$ cat src/rtl/core/elastic_disk_pair_collision_defines.svh
// ----------------------------------------------------------------------------
// elastic disk pair collision assertion macros
// shared property wrappers for the collision pipeline checks
// ----------------------------------------------------------------------------
`ifndef ELASTIC_DISK_PAIR_COLLISION_DEFINES_SVH
`define ELASTIC_DISK_PAIR_COLLISION_DEFINES_SVH

// same-cycle implication
`define EDPC_ASSERT_SAME(label, clk, rst_n, ante, cons, msg) \
	label: assert property (@(posedge clk) disable iff (!rst_n) (ante) |-> (cons)) \
		else $error(msg);

// next-cycle implication
`define EDPC_ASSERT_NEXT(label, clk, rst_n, ante, cons, msg) \
	label: assert property (@(posedge clk) disable iff (!rst_n) (ante) |=> (cons)) \
		else $error(msg);

`endif

$ cat src/rtl/core/edpc_pkg.sv
// ----------------------------------------------------------------------------
// edpc_pkg
// shared constants and types of the disk pair collision pipeline
// ----------------------------------------------------------------------------
package edpc_pkg;

	localparam int unsigned MUL_CHUNK   = 32;
	localparam int unsigned RADIUS_W    = 30;
	localparam int unsigned MIN_DIST_W  = 16;
	localparam int unsigned MASS_W      = 16;
	localparam int unsigned SUM_W       = MASS_W + 1;
	localparam int unsigned TWO_R_W     = RADIUS_W + 1;
	localparam int unsigned TR2_W       = 2 * TWO_R_W;
	localparam int unsigned MD2_W       = 2 * MIN_DIST_W;
	localparam int unsigned CFG_DATA_W  = 30;
	localparam int unsigned CFG_INDEX_W = 1;

	localparam logic [CFG_INDEX_W-1:0] REG_DISK_RADIUS  = 1'd0;
	localparam logic [CFG_INDEX_W-1:0] REG_MIN_DISTANCE = 1'd1;

	typedef struct packed {
		logic hit;
		logic flip_x;
		logic flip_y;
	} flags_t;

endpackage

$ cat src/rtl/core/edpc_mul.sv
// ----------------------------------------------------------------------------
// edpc_mul
// two-stage unsigned multiplier built from 32x32 partial products
// ----------------------------------------------------------------------------
module edpc_mul #(
	parameter int unsigned AW = 32,
	parameter int unsigned BW = 32
) (
	input  logic             clk,
	input  logic             en,
	input  logic [AW-1:0]    a,
	input  logic [BW-1:0]    b,
	output logic [AW+BW-1:0] p
);

	localparam int unsigned CH = edpc_pkg::MUL_CHUNK;
	localparam int unsigned NA = (AW + CH - 1) / CH;
	localparam int unsigned NB = (BW + CH - 1) / CH;
	localparam int unsigned AP = NA * CH;
	localparam int unsigned BP = NB * CH;
	localparam int unsigned SW = (NA + NB) * CH;

	logic [AP-1:0]     a_pad;
	logic [BP-1:0]     b_pad;
	logic [2*CH-1:0]   pp_s1 [NA*NB];
	logic [SW-1:0]     acc;
	logic [AW+BW-1:0]  p_s2;

	assign a_pad = AP'(a);
	assign b_pad = BP'(b);

	always_ff @(posedge clk) begin
		if (en) begin
			for (int i = 0; i < NA; i++) begin
				for (int j = 0; j < NB; j++) begin
					pp_s1[i*NB+j] <= a_pad[i*CH +: CH] * b_pad[j*CH +: CH];
				end
			end
		end
	end

	always_comb begin
		acc = '0;
		for (int i = 0; i < NA; i++) begin
			for (int j = 0; j < NB; j++) begin
				acc = acc + (SW'(pp_s1[i*NB+j]) << (CH * (i + j)));
			end
		end
	end

	always_ff @(posedge clk) begin
		if (en) begin
			p_s2 <= acc[AW+BW-1:0];
		end
	end

	assign p = p_s2;

endmodule

$ cat config.mk
export PLATFORM = sky130hd
export DESIGN_NAME = edpc_mul
export DESIGN_NICKNAME = d
export VERILOG_FILES = /design/src/rtl/core/elastic_disk_pair_collision_defines.svh /design/src/rtl/core/edpc_pkg.sv /design/src/rtl/core/edpc_mul.sv
export SDC_FILE = /design/constraint.sdc
export NUM_CORES = 2
export LEC_CHECK = 0
export BUFFER_PORTS_ARGS = -buffer_cell sky130_fd_sc_hd__buf_2
export CORE_MARGIN = 2
export CORE_UTILIZATION = 55
export DETAILED_ROUTE_END_ITERATION = 8
export MAX_ROUTING_LAYER = met4
export PLACE_DENSITY = 0.75
export SYNTH_ARGS = -nofsm -noshare
export SYNTH_HDL_FRONTEND = slang
export SYNTH_SLANG_ARGS = --single-unit
$ cat constraint.sdc
create_clock -name clk -period 8.95 [get_ports clk]
set_input_delay 1.79 -clock clk [delete_from_list [all_inputs] [get_ports clk]]
set_output_delay 1.79 -clock clk [all_outputs]
set_load 0.01 [all_outputs]
==> key figures <==
STA
  – Final Critical Period: 8.92 ns
  – Crit share post-route: 0.996
  – Max Clk Rate: 0.112 GHz
  – Setup slack after layout: 0.0324 ns
  – Final hold vios: 0
  – RSZ-0062 raised after global routing: yes
  – Worst slew pin tran: 1.05 ns
  – Final setup viols: 0
  – Max-slew headroom: 0.301
  – Max-slew violation count: 0
  – Clock skew: 0.00905 ns

Finish
  – Reg area: 0.00384 sq mm
  – Area Growth Syn to Fin: 13.9%
  – Final instance area: 0.0423 sq mm
  – Final net count: 5298
  – Most common cell after layout, fill and taps aside: fa_1
  – Fillers: 5350
  – Most frequent cells in the layout: fa_1 (863), inv_1 (836), and2_1 (578), nand2_1 (470), buf_4 (312)
  – Multi-input gate area: 0.0296 sq mm
  – Layout Cells excl Fill: 4961
  – Layout cells sized above 1: 0.158

Synthesis
  – Ys Warns: 0
  – Number of flops mapped to enable cells by yosys: 128
  – Netlist cell types: 71
  – Post-Syn Nets: 5016
  – Syn Inst Count: 3791
  – Syn avg cell area: 9.79 sq um
  – Synth area leaders: fa_1 (48%), edfxtp_1 (10%), and2_1 (10%)
  – Dominant cell type by area after synthesis: fa_1
  – Sequential share of the synthesized area: 0.104
  – Async SR Flop Fraction: 0
  – Register bit count reported by yosys: 128
  – Top-area cell type share of the netlist area: 0.483
  – Post-Synthesis Cell Area: 0.0371 sq mm
  – Synth Flop Type: edfxtp_1

Setup path
  – Crit start category: input port
  – Worst path arrival time: 9.09 ns
  – Cells on worst reg2reg path: 0
  – Crit end category: register
  – CP Max Fanout: 6
  – CP required: 9.12 ns
  – WS Path Type: in2reg

Global route
  – Initial antenna violation count: 2
  – GRT overflow: 0
  – Largest net degree at the start of global routing: 85
  – Number of global-route vias before repair: 29500
  – First-pass GRT wire length: 155000 microns
  – Tot GR Track Use: 0.294

Drt
  – Antenna Nets Post-Route: 0
  – 1st-iter DRT viols: 1856
  – DRT Pass-1 Iters: 7
  – Routed WL: 95600 microns
  – Vias/cell: 5.38
  – Post-route DRC violation count: 0
  – Routed vias: 26700
  – WL/cell: 19.3 microns

Place
  – DP HPWL: 82000 microns
  – RD Place Congestion: 0.961
  – Setup WS pre-CTS: -0.638 ns
  – DP Area: 0.0407 sq mm
  – PortBufs: 129
  – Placed insts: 4911

CTS
  – CTS tree: yes
  – H-tree depth: 4
  – Clk slew on worst S/H paths: 0.06 ns
  – Clock latency on the worst-skew pair: 0.42 ns
  – Max clock buf depth: 2
  – CTS Sinks: 128
  – CTS root buffer: clkbuf_16
  – CTS Buf Count: 17

Floorplanning
  – Initial Utilization: 0.554
  – Chip Height: 264 microns
  – Core area: 0.0669 sq mm
  – Die X: 264 microns
  – Die ar.: 0.0695 sq mm
  – FP Rows: 95
  – # IOs: 130

Min path
  – HP Class: reg2reg
  – Hold Path Depth: 0

Run
  – Max-cap violations: 0

Outcome
  – Outcome: complete, no violations
## area by class of cell
cell class | instances | share of cell area
clock buffers | 17 | 0.0101
flip-flops and latches | 128 | 0.0910
diodes | 2 | 0.000118
clock inverters | 15 | 0.00400
multi-input cells | 2588 | 0.701
well taps | 873 | 0.0258
inverters | 861 | 0.0765
repair buffers | 477 | 0.0915
## through the flow
step                TNS [ns]  hold WS, ns   util
global route          -0.537        0.424  0.631
CTS                  -0.0450        0.419  0.618
finish                     0        0.418  0.631
floorplan                  0        0.400      -
detailed placement     -7.29        0.405  0.608
global placement       -6.12        0.401  0.608
## synth_stat cells (2+ instances only)
cell	instances
clkbuf_8	3
a31oi_1	15
a211oi_1	4
nor3_1	7
and3_1	8
nand4_1	18
o21ai_0	36
ha_1	263
and2_1	599
fa_1	896
nand3_1	10
a21o_1	32
o21a_1	4
nor2b_1	3
o31ai_1	2
nand2_1	473
o21ai_1	4
buf_4	4
o21bai_1	9
a21o_2	2
nor2_1	31
a21oi_1	65
a211o_1	2
nand2b_1	3
clkbuf_1	204
edfxtp_1	128
inv_1	861
xnor2_1	35
a221oi_1	2
xor2_1	27
## final timing paths
path	from	endpoint	slack, ns
max	a[24]	pp_s1[0][60]	0.03
min	pp_s1[0][35]	p[35]	0.42
max reg2reg	pp_s1[0][19]	p[19]	8.21
min reg2reg	pp_s1[0][35]	p[35]	0.42
## flip-flops by register name (all words and copies together), names as in the netlist
register	cells
p	64
pp_s1	64
## critical path, stage by stage
cell	delay, ns
buf_4	0.15
buf_12	0.14
and2_1	0.16
fa_1	0.49
inv_1	0.05
fa_1	0.54
fa_1	0.46
fa_1	0.54
inv_1	0.05
fa_1	0.48
fa_1	0.58
fa_1	0.47
fa_2	0.67
ha_4	0.24
a21o_1	0.20
a211o_2	0.29
a2111o_1	0.48
a32oi_4	0.24
a31oi_4	0.14
a221o_1	0.40
a221oi_2	0.28
o21ai_1	0.11
xor2_1	0.14
## kinds of logic (layout without fill, tap and decap cells)
group	after synthesis	in the layout	share of synthesized area
simple gates	1164	1164	0.162
fa+ha+maj	1159	1159	0.572
buf+inv	1075	1370	0.111
compound gates	202	202	0.0358
flops	128	128	0.104
xor+xnor	62	62	0.0146
mux	1	1	0.000270
other cells	0	2	0
## what timing repair did
| item | CTS | global route |
|---|---|---|
| gates resized for setup | 24 | 247 |
| setup buffers | 2 | 14 |
| endpoints found under the setup margin | 6 | 15 |
| endpoints found under the hold margin | 0 | 0 |
| hold buffers | 0 | 0 |
| pin swaps | 8 | 118 |
## per-layer routing
layer,global-route usage,routed length [microns],share of wire
met5,-,0,0
met4,0.115,4290,0.045
met3,0.0315,4940,0.052
met2,0.502,49400,0.52
met1,0.362,37000,0.39
Power is not shown: default switching activity piles up to over one toggle a cycle in this logic, so the estimate is an artifact.
